--- config.mk ---
export PLATFORM = sky130hd
export DESIGN_NAME = x86alu_ctrl
export DESIGN_NICKNAME = d
export VERILOG_FILES = /design/src/rtl/core/x86alu_pkg.sv /design/src/rtl/core/x86alu_ctrl.sv
export SDC_FILE = /design/constraint.sdc
export NUM_CORES = 1
export LEC_CHECK = 0
export BUFFER_PORTS_ARGS = -buffer_cell sky130_fd_sc_hd__buf_4
export CORE_AREA = 2 2 39 41
export DETAILED_ROUTE_END_ITERATION = 8
export DIE_AREA = 0 0 41 43
export GPL_TIMING_DRIVEN = 0
export PLACE_DENSITY = 0.5
export SLEW_MARGIN = 20
export SYNTH_ARGS = -nofsm -noshare
export SYNTH_HDL_FRONTEND = slang
export SYNTH_SLANG_ARGS = --single-unit
export TNS_END_PERCENT = 5
--- constraint.sdc ---
create_clock -name i_clk -period 2.28 [get_ports i_clk]
set_clock_uncertainty 0.15 [all_clocks]
set_input_delay 0.228 -clock i_clk [delete_from_list [all_inputs] [get_ports i_clk]]
set_output_delay 0.228 -clock i_clk [all_outputs]
set_load 0.005 [all_outputs]
--- src/rtl/core/x86alu_pkg.sv ---
`timescale 1ns / 1ps
package x86alu_pkg;

    typedef enum logic [4:0] {
        OP_ADD  = 5'd0,
        OP_ADC  = 5'd1,
        OP_SUB  = 5'd2,
        OP_SBB  = 5'd3,
        OP_MUL  = 5'd4,
        OP_IMUL = 5'd5,
        OP_DIV  = 5'd6,
        OP_IDIV = 5'd7,
        OP_MOD  = 5'd8,
        OP_IMOD = 5'd9,
        OP_AND  = 5'd10,
        OP_XOR  = 5'd11,
        OP_OR   = 5'd12,
        OP_SHL  = 5'd13,
        OP_SHR  = 5'd14,
        OP_SAR  = 5'd15,
        OP_SAL  = 5'd16
    } t_op;

    typedef enum logic [1:0] {
        W_8  = 2'd0,
        W_16 = 2'd1,
        W_32 = 2'd2,
        W_64 = 2'd3
    } t_wsel;

    typedef enum logic [2:0] {
        ST_IDLE = 3'd0,
        ST_EXEC = 3'd1,
        ST_DIV  = 3'd2,
        ST_FIN  = 3'd3,
        ST_DONE = 3'd4
    } t_state;

    typedef struct packed {
        logic load;
        logic mul_step;
        logic div_init;
        logic div_step;
        logic finish;
    } t_dp_cmd;

    typedef struct packed {
        logic is_mul;
        logic is_div;
        logic div_zero;
        logic div_last;
    } t_dp_sts;

    localparam int DIV_BITS = 64;
    localparam int CNT_W    = $clog2(DIV_BITS);

    function automatic logic [6:0] f_width(input t_wsel ws);
        case (ws)
            W_8:     f_width = 7'd8;
            W_16:    f_width = 7'd16;
            W_32:    f_width = 7'd32;
            default: f_width = 7'd64;
        endcase
    endfunction

    function automatic logic [63:0] f_mask(input t_wsel ws);
        case (ws)
            W_8:     f_mask = 64'h0000_0000_0000_00ff;
            W_16:    f_mask = 64'h0000_0000_0000_ffff;
            W_32:    f_mask = 64'h0000_0000_ffff_ffff;
            default: f_mask = 64'hffff_ffff_ffff_ffff;
        endcase
    endfunction

    function automatic logic [63:0] f_sext(input logic [63:0] v, input t_wsel ws);
        case (ws)
            W_8:     f_sext = {{56{v[7]}}, v[7:0]};
            W_16:    f_sext = {{48{v[15]}}, v[15:0]};
            W_32:    f_sext = {{32{v[31]}}, v[31:0]};
            default: f_sext = v;
        endcase
    endfunction

    function automatic logic f_msb(input logic [63:0] v, input t_wsel ws);
        case (ws)
            W_8:     f_msb = v[7];
            W_16:    f_msb = v[15];
            W_32:    f_msb = v[31];
            default: f_msb = v[63];
        endcase
    endfunction

endpackage

--- src/rtl/core/x86alu_ctrl.sv ---
`timescale 1ns / 1ps
module x86alu_ctrl (
    input  logic                i_clk,
    input  logic                i_rst_n,
    input  logic                i_valid,
    output logic                o_ready,
    output logic                o_valid,
    input  logic                i_ready,
    input  x86alu_pkg::t_dp_sts i_sts,
    output x86alu_pkg::t_dp_cmd o_cmd
);

    x86alu_pkg::t_state r_state;
    x86alu_pkg::t_state n_state;

    always_ff @(posedge i_clk) begin
        if (!i_rst_n) begin
            r_state <= x86alu_pkg::ST_IDLE;
        end else begin
            r_state <= n_state;
        end
    end

    always_comb begin
        n_state = r_state;
        o_cmd   = '0;
        o_ready = 1'b0;
        o_valid = 1'b0;
        case (r_state)
            x86alu_pkg::ST_IDLE: begin
                o_ready = 1'b1;
                if (i_valid) begin
                    o_cmd.load = 1'b1;
                    n_state    = x86alu_pkg::ST_EXEC;
                end
            end
            x86alu_pkg::ST_EXEC: begin
                if (i_sts.is_mul) begin
                    o_cmd.mul_step = 1'b1;
                    n_state        = x86alu_pkg::ST_FIN;
                end else if (i_sts.is_div && !i_sts.div_zero) begin
                    o_cmd.div_init = 1'b1;
                    n_state        = x86alu_pkg::ST_DIV;
                end else begin
                    o_cmd.finish = 1'b1;
                    n_state      = x86alu_pkg::ST_DONE;
                end
            end
            x86alu_pkg::ST_DIV: begin
                o_cmd.div_step = 1'b1;
                if (i_sts.div_last) begin
                    n_state = x86alu_pkg::ST_FIN;
                end
            end
            x86alu_pkg::ST_FIN: begin
                o_cmd.finish = 1'b1;
                n_state      = x86alu_pkg::ST_DONE;
            end
            x86alu_pkg::ST_DONE: begin
                o_valid = 1'b1;
                if (i_ready) begin
                    n_state = x86alu_pkg::ST_IDLE;
                end
            end
            default: begin
                n_state = x86alu_pkg::ST_IDLE;
            end
        endcase
    end

endmodule

# Yosys cells after proc, flatten, opt, wreduce, memory -nomap -nowiden
# Index checks and enable logic that the tools add are counted.
# classes
n_eq_ne	7
n_reduce_logical	4
shift	0
div_mod_pow	0
order_cmp	0
add_sub_neg	0
bitwise_logic	0
n_mul	0
n_mux	18
# ops
cell	count
2-to-1 mux 3 bit	5
one-hot mux 3 bit (5 select lines)	1
2-to-1 mux 1 bit	10
== test 3 x 2 -> 1 bit (second input constant)	2
!= test 2 bit (second input constant)	3
== test 3 x 1 -> 1 bit (second input constant)	1
== test 3 bit (second input constant)	1
zero test 3 bit	1
AND reduction 3 bit	1
2-to-1 mux 2 bit	1
one-hot mux 1 bit (2 select lines)	1
logical AND 1 bit	1
zero test 1 bit	1
# totals
n_memories	0
rom_bits	0
ram_bits	0
inputBits	8
out_inout_bits	7
latch_bits	0
elab_cells	30
register_bits	3

# Longest topological paths before layout
# Gate-level depths: netlist of the first run.
# logic_depth
word_depth	5
mapped_depth	4

# Worst setup path before layout of the first run
# No wires, ideal clock.
# synth_timing
kind	reg-to-output
from	register r_state[1]
to	output port o_cmd[4] (netlist bit)
t_arrival_ns	0.856
path_stages_with_launch	4
setup_slack_ns	1.046
path_buffers	1
path_cell_list	dfxtp_1 > buf_4 > nor3_1 > and2_1
# synth_rtl
element	line_no	rtl
start, declared	x86alu_ctrl.sv:13	x86alu_pkg::t_state r_state;
start signal, assigned	x86alu_ctrl.sv:18	r_state <= x86alu_pkg::ST_IDLE;
start signal, assigned	x86alu_ctrl.sv:20	r_state <= n_state;
end, declared	x86alu_ctrl.sv:10	output x86alu_pkg::t_dp_cmd o_cmd

==> results of run 1 <==
==> layout make-up <==
| type | count | area [sq um] | area share (%) |
|---|---|---|---|
| repair buffers | 14 | 105 | 28.9 |
| clock buffers | 4 | 26.3 | 7.22 |
| well taps | 16 | 20.0 | 5.50 |
| flip-flops and latches | 3 | 60.1 | 16.5 |
| multi-input cells | 21 | 138 | 37.8 |
| inverters | 2 | 7.51 | 2.06 |
| plain buffers | 1 | 7.51 | 2.06 |
==> per-stage QoR <==
| stage | std cells | setup slack, ps | util [%] |
|---|---|---|---|
| 5_1_grt | 61 | 591 | 26.3 |
| 3_3_place_gp | 57 | 937 | 24.4 |
| 4_1_cts | 61 | 686 | 26.3 |
| 6_report | 61 | 725 | 26.3 |
| 3_5_place_dp | 57 | 959 | 24.4 |
| 2_1_floorplan | 27 | 1050 | - |
==> worst register-to-register path, cell delays in order (launching register included) <==
cell      delay (ps)
dfxtp_1          320
nand2b_1         190
or2_0            230
a221oi_2         250
==> worst min-delay path by stage <==
stage          startpoint    endpoint  slack, ps
4_1_cts           i_rst_n  r_state[2]         50
2_1_floorplan     i_rst_n  r_state[2]        200
3_3_place_gp      i_rst_n  r_state[2]        300
3_5_place_dp      i_rst_n  r_state[2]        300
5_1_grt           i_rst_n  r_state[2]         50
6_report          i_rst_n  r_state[2]         60
==> power groups by stage <==
stage / Combinational, uW / Clock (uW) / Sequential, uW
floorplan: 36.5 / 0 / 62.1
CTS: 69.5 / 101 / 62.5
global route: 76.9 / 107 / 63.1
global placement: 69.5 / 0 / 63.4
finish: 68.4 / 95.1 / 62.3
detailed placement: 69.1 / 0 / 63.2
==> cells by family after synthesis <==
kind of cell / after synthesis
buffers and inverters: 3
DFF: 3
AOI/OAI and AO/OA: 5
and+or+nand+nor: 16
==> cells in the mapped netlist <==
| cell | count |
|---|---|
| a221oi_2 | 1 |
| o21a_1 | 1 |
| buf_4 | 1 |
| nor3_1 | 3 |
| and2_1 | 1 |
| nor2_1 | 1 |
| nor3b_2 | 1 |
| nand2_1 | 2 |
| nor3b_1 | 1 |
| nor2b_1 | 2 |
| nand2b_1 | 3 |
| a21oi_1 | 2 |
| nor4_1 | 1 |
| or2_0 | 1 |
| inv_1 | 2 |
| a211o_1 | 1 |
| dfxtp_1 | 3 |
==> layer usage <==
| layer | GRT usage, % | wire (um) | vias to the layer above |
|---|---|---|---|
| li1 | - | - | 129 |
| met1 | 9.90 | 242 | 95 |
| met2 | 8.44 | 211 | 13 |
| met3 | 4.71 | 64 | 2 |
| met4 | 6.00 | 8 | 0 |
| met5 | 0 | 0 | - |
==> results.tsv, run 1 <==
stage	metric	value	unit
logic_synthesis	xor and xnor area share after synthesis	0	%
floorplanning	I/O pin count	15	
route	wire length per cell	8.61	um
cts	clock root buffer master	clkbuf_4	
global_route	first-pass GRT wire length	848	um
logic_synthesis	Seq cells post-synth	3	
logic_synthesis	Yosys top cell by area	dfxtp_1	
timing	post-layout min period	1560	ps
worst_setup_path	worst-path maximum fanout	5	
worst_setup_path	CP top delay family	simple AND/OR/NAND/NOR gates	
logic_synthesis	Compound-Gate Fraction of Synth Area	19.4	%
layout	most common cell after layout, fill and taps aside	buf_4	
worst_setup_path	Worst Reg-to-Reg Cells	3	
worst_setup_path	crit path kind	reg2out	
pwr	switching part of the total power	28.0	%
floorplanning	Initial Util	15.4	%
logic_synthesis	simple-gate share of the synthesized area	45.3	%
global_route	largest net degree at the start of global routing	11	
layout	Largest regs	r_state x3	
worst_setup_path	worst r2r src	r_state[2]	
timing	worst-margin pin slew	244	ps
layout	Final Net Count	54	
job	Max Cap Viol	0	
route	Detailed Route Iter0 Violations	7	
logic_synthesis	yosys warns	0	
layout	share of cells above drive strength 1	44.4	%
floorplanning	Die Span X	41	um
logic_synthesis	average size of a mapped cell	7.88	sq um
place	detailed placement HPWL	413	um
worst_setup_path	r2r setup slk	1050	ps
pwr	Int Power	163	uW
worst_setup_path	crit path launch type	flop	
cts	CTS sink count	3	
worst_setup_path	crit path max-delay cell type	dfxtp_1	
logic_synthesis	Synth top area share	28.2	%
run_status	status	finished, final reports clean	
timing	f_max	643	MHz
floorplanning	Die H	43	um
place	GPL Wtd Cong	0.650	
route	Via density	3.92	
pwr	sw power	63.2	uW
logic_synthesis	synth top area cells	dfxtp_1, nand2b_1, nor3_1, a221oi_2, nor2b_1	
timing	Setup TNS Final	0	ps
worst_setup_path	Worst Setup End Kind	output port	
layout	cell area after layout	364	sq um
logic_synthesis	largest family of logic cells by synthesized area	simple AND/OR/NAND/NOR gates	
layout	Area growth, synth to finish	71.2	%
cts	CTS resizes	0	
route	routed wire length	525	um
route	drt drc	0	
timing	worst hold slack	58.9	ps
cts	CTS tree	built	
global_route	initial antenna violation count	0	
logic_synthesis	post-synthesis instance total	27	
logic_synthesis	register area share after synthesis	28.2	%
logic_synthesis	post-synthesis mux area share	0	%
logic_synthesis	Synth Area in Adders	0	%
route	DR pass1 iterations	3	
global_route	vias in the first global route	210	
logic_synthesis	Syn Nets	35	
cts	Max Root-Sink Buffers	2	
worst_setup_path	RR Endpoint	r_state[0]	
worst_setup_path	critical path depth	3	
timing	period utilization	68.2	%
worst_setup_path	Critical Path Sink	o_cmd[0]	
worst_setup_path	critical path cell sequence	nand2b_1 -> nor3_1 -> buf_4	
timing	Relative slew margins	83.6	%
worst_setup_path	CP Buf/Inv Count	1	
layout	# diodes	0	
cts	Post-CTS Setup Bufs	0	
cts	clk_lat worst skew	230	ps
route	Vias	239	
floorplanning	FP Rows	14	
pwr	Gate power share	30.3	%
worst_setup_path	Crit path required time	1900	ps
cts	# H-tree levels	1	
worst_hold_path	hold crit path type	in2reg	
floorplanning	core region area	0.00138	sq mm
layout	largest register by flop count	r_state	
cts	hold_buf cts	0	
layout	number of flip-flops in the largest register	3	
pwr	Reg power frac	27.6	%
global_route	total congestion overflow	0	
logic_synthesis	Mapped Area	213	sq um
pwr	leak pwr	0.000169	uW
layout	FILL cells	170	
place	placed standard-cell area	338	sq um
route	post-route ant nets	0	
layout	commonest non-fill, non-tap cells in the layout	buf_4, nor3_1, nand2b_1, clkbuf_4, dfxtp_1	
timing	unrepaired setup endpoints after global routing	false	
worst_setup_path	CP arrival	1180	ps
global_route	Total Routing Usage GR	7.62	%
cts	cts bufs inserted	3	
timing	Final Setup Violations	0	
cts	clk slew on worst S/H paths	40	ps
pwr	clock share of power	42.1	%
floorplanning	die area	0.00176	sq mm
pwr	total power per unit cell area	620	mW/mm^2
pwr	Power, Total	226	uW
worst_setup_path	CP max stage delay	320	ps
logic_synthesis	post-synthesis cell type count	17	
worst_hold_path	Hold Crit Depth	2	
worst_setup_path	CP Launch Point	r_state[2]	
timing	final-report hold violation count	0	
place	Port Buffers	14	
timing	Final Max Tran Viols	0	
pwr	Max VDD drop	243	uV
Note: power is estimated with default switching activity, not from simulation.
==> run 2, diff against run 1 <==
clock period = 1.5 ns   (was 2.28 ns; I/O delays follow)
==> results.tsv, run 2 (synthesis results as in run 1) <==
stage	metric	value	unit
worst_hold_path	hold crit path type	in2reg	
floorplanning	I/O pin count	15	
layout	Largest regs	r_state x3	
cts	Post-CTS Setup Bufs	0	
route	wire length per cell	8.87	um
worst_setup_path	crit path kind	reg2out	
layout	number of flip-flops in the largest register	3	
pwr	Max VDD drop	373	uV
layout	commonest non-fill, non-tap cells in the layout	buf_4, clkbuf_4	
global_route	initial antenna violation count	0	
route	post-route ant nets	0	
global_route	GRT busiest layer	met1	
layout	Final Net Count	55	
floorplanning	Die H	43	um
pwr	total power per unit cell area	898	mW/mm^2
global_route	vias in the first global route	220	
route	routed wire length	550	um
timing	unrepaired setup endpoints after global routing	true	
place	GPL Wtd Cong	0.650	
layout	# diodes	0	
layout	Finished Layout Cells	62	
global_route	grt met2 use	9.06	%
timing	Final Max Tran Viols	0	
cts	cts bufs inserted	3	
global_route	total congestion overflow	0	
cts	# H-tree levels	1	
worst_setup_path	Crit path required time	1200	ps
floorplanning	die area	0.00176	sq mm
worst_setup_path	CP arrival	1150	ps
cts	clk slew on worst S/H paths	40	ps
route	drt drc	0	
timing	period utilization	96.7	%
cts	CTS tree	built	
place	placed cell count	57	
place	detailed placement HPWL	413	um
route	Detailed Route Iter0 Violations	2	
global_route	Total Routing Usage GR	7.82	%
global_route	GRT met1 Usage	9.90	%
floorplanning	Die Span X	41	um
timing	Final Setup Violations	0	
layout	most common cell after layout, fill and taps aside	buf_4	
cts	clk_lat worst skew	230	ps
route	Via density	3.95	
timing	post-layout min period	1450	ps
timing	Relative slew margins	85.1	%
pwr	leak pwr	0.000176	uW
cts	Max Root-Sink Buffers	2	
timing	f_max	689	MHz
place	Port Buffers	14	
worst_setup_path	worst-path maximum fanout	10	
timing	final-report hold violation count	0	
layout	largest register by flop count	r_state	
layout	FILL cells	166	
floorplanning	Initial Util	15.4	%
cts	clock root buffer master	clkbuf_4	
worst_setup_path	crit path launch type	flop	
timing	worst-margin pin slew	223	ps
global_route	met3 global-route usage	4.71	%
global_route	first-pass GRT wire length	876	um
route	DR pass1 iterations	2	
layout	share of cells above drive strength 1	54.3	%
cts	CTS sink count	3	
timing	worst hold slack	34.4	ps
floorplanning	core region area	0.00138	sq mm
job	Max Cap Viol	0	
run_status	status	finished, final reports clean	
floorplanning	FP Rows	14	
global_route	largest net degree at the start of global routing	11	
route	Vias	245	
worst_setup_path	Worst Setup End Kind	output port	
layout	Area growth, synth to finish	85.3	%
[run 2: per-stage QoR]
step | util (%) | worst slack [ps] | area (sq um) | TNS (ps) | total power [uW]
floorplan | - | 344 | 213 | 0 | 150
global placement | 24.4 | 235 | 338 | 0 | 202
detailed placement | 24.4 | 257 | 338 | 0 | 201
CTS | 27.4 | 5.89 | 379 | 0 | 359
global route | 28.5 | -36.7 | 394 | -61.0 | 388
finish | 28.5 | 49.0 | 394 | 0 | 354
[run 2: area by class of cell]
type,instances,area [sq um],area share (%)
multi-input combinational,21,156,39.7
timing repair buffer,15,115,29.2
sequential,3,61.3,15.6
clock buffer,4,26.3,6.67
tap,16,20.0,5.08
buffer,1,7.51,1.90
inverter,2,7.51,1.90
[run 2: final timing paths]
check | startpoint | endpoint | slack [ps] | cells past startpoint
max | r_state[1] | o_cmd[0] | 50 | 4
min | i_sts[0] | r_state[0] | 30 | 3
max reg2reg | r_state[2] | r_state[0] | 240 | 3
min reg2reg | r_state[1] | r_state[0] | 430 | 2
[run 2: power breakdown]
group | switching (uW) | internal, uW
sequential | 8.19 | 89.0
clock | 44.4 | 99.9
combinational | 47.9 | 64.6
total | 101 | 254
[run 2: repair_timing]
item | CTS | global route
hold buffers | 1 | 0
endpoints found under the hold margin | 1 | 0
pin swaps | 0 | 0
setup endpoints to repair | 1 | 3
resized for setup | 1 | 4
[run 2: routing by layer]
layer / up-vias / part of all wire, %
met2: 13 / 43
li1: 132 / -
met5: - / 0
met4: 0 / 1.5
met1: 98 / 45
met3: 2 / 11
[run 2: worst max-delay path: stages, from the launching register on]
cell and delay (ps):
dfxtp_1 290, buf_4 160, nor3b_1 250, nor3_2 80, buf_4 140
==> run 3, diff against run 2 <==
HOLD_SLACK_MARGIN = 0.12   (was not set)
==> results.tsv, run 3 (synthesis results as in run 1) <==
stage	metric	value	unit
worst_setup_path	worst-path maximum fanout	10	
route	drt drc	0	
layout	most common cell after layout, fill and taps aside	buf_4	
timing	f_max	689	MHz
global_route	vias in the first global route	240	
pwr	Power, Total	358	uW
place	Port Buffers	14	
cts	Post-CTS Setup Bufs	0	
worst_setup_path	Crit path required time	1200	ps
layout	Largest regs	r_state x3	
worst_setup_path	Critical Path Sink	o_cmd[0]	
layout	multi-input logic area	156	sq um
cts	clk_lat worst skew	230	ps
layout	largest register by flop count	r_state	
place	detailed placement HPWL	413	um
job	Max Cap Viol	0	
timing	unrepaired setup endpoints after global routing	true	
cts	Max Root-Sink Buffers	2	
route	WL met3	60	um
route	Highest Signal Layer	met4	
floorplanning	Initial Util	15.4	%
timing	post-layout min period	1450	ps
worst_setup_path	CP Launch Point	r_state[1]	
timing	worst hold slack	172	ps
worst_setup_path	r2r setup slk	240	ps
worst_setup_path	crit path launch type	flop	
layout	register area	61.3	sq um
route	M1 WL	246	um
global_route	initial antenna violation count	0	
run_status	status	finished, final reports clean	
floorplanning	Die Span X	41	um
cts	cts bufs inserted	3	
route	met2 wire length	251	um
layout	number of flip-flops in the largest register	3	
layout	# diodes	0	
worst_setup_path	worst r2r src	r_state[2]	
timing	period utilization	96.7	%
pwr	leak pwr	0.000184	uW
layout	cell area after layout	414	sq um
worst_setup_path	RR Endpoint	r_state[0]	
floorplanning	Die H	43	um
worst_setup_path	Worst Setup End Kind	output port	
route	Vias	252	
global_route	largest net degree at the start of global routing	11	
floorplanning	core region area	0.00138	sq mm
floorplanning	FP Rows	14	
floorplanning	I/O pin count	15	
route	Via density	3.94	
cts	# H-tree levels	1	
route	wire length per cell	8.84	um
timing	Final Setup Violations	0	
cts	clock root buffer master	clkbuf_4	
place	GPL Wtd Cong	0.650	
layout	Finished Layout Cells	64	
layout	share of cells above drive strength 1	52.1	%
pwr	total power per unit cell area	865	mW/mm^2
route	post-route ant nets	0	
global_route	Total Routing Usage GR	8.22	%
worst_setup_path	crit path kind	reg2out	
pwr	Max VDD drop	371	uV
worst_setup_path	Worst Reg-to-Reg Cells	3	
timing	Final Max Tran Viols	0	
place	placed standard-cell area	338	sq um
global_route	first-pass GRT wire length	931	um
timing	worst-margin pin slew	223	ps
route	DR pass1 iterations	2	
route	Detailed Route Iter0 Violations	2	
layout	FILL cells	162	
timing	final-report hold violation count	0	
layout	Area growth, synth to finish	94.7	%
place	placed cell count	57	
cts	clk slew on worst S/H paths	40	ps
cts	CTS sink count	3	
layout	Final Net Count	57	
timing	Relative slew margins	85.1	%
global_route	total congestion overflow	0	
cts	CTS tree	built	
layout	commonest non-fill, non-tap cells in the layout	buf_4, clkbuf_4, dlygate4sd3_1	
floorplanning	die area	0.00176	sq mm
route	routed wire length	566	um
worst_setup_path	CP arrival	1150	ps
worst_hold_path	hold crit path type	in2reg	
run 3: cell types whose count changed in the layout (fill, tap and decap cells not counted):
| cell | before | now |
|---|---|---|
| dlygate4sd3_1 | 1 | 3 |
run 3: timing repair:
action	4_1_cts	5_1_grt
setup endpoints to repair	1	3
hold buffers	3	0
endpoints found under the hold margin	3	0
resized for setup	1	4
run 3: critical path, stage by stage, from the launching register on:
cell and delay [ps]:
dfxtp_1 290, buf_4 160, nor3b_1 250, nor3_2 80, buf_4 140
run 3: stage by stage:
step | TNS [ps] | worst slack (ps) | util [%]
after global placement | 0 | 235 | 24.4
final | 0 | 49.1 | 29.9
after detailed placement | 0 | 257 | 24.4
after CTS | 0 | 5.89 | 28.8
after floorplan | 0 | 344 | -
after global routing | -61.0 | -36.7 | 29.9
run 3: layout make-up:
cell class                 instances  share of cell area, %
timing repair buffer              17                   32.6
clock buffer                       4                   6.34
tap                               16                   4.83
sequential                         3                   14.8
multi-input combinational         21                   37.8
buffer                             1                   1.81
inverter                           2                   1.81
run 3: worst min-delay path by stage:
stage,depth (start not counted),start,slack [ps],to
floorplan,1,i_rst_n,120,r_state[2]
global placement,2,i_rst_n,230,r_state[2]
detailed placement,2,i_rst_n,220,r_state[2]
CTS,3,i_valid,170,r_state[0]
global route,3,i_valid,200,r_state[0]
finish,3,i_valid,170,r_state[0]
run 3: per-layer routing:
layer | GRT usage, % | up-vias
li1 | - | 136
met1 | 10.2 | 101
met5 | 0 | -
met3 | 4.71 | 2
met4 | 6.00 | 0
met2 | 10.0 | 13
run 3: power by group:
| part | internal [uW] | total, uW | switching, uW |
|---|---|---|---|
| combinational | 68.0 | 117 | 48.7 |
| sequential | 89.0 | 97.2 | 8.19 |
| clock | 99.8 | 144 | 44.3 |
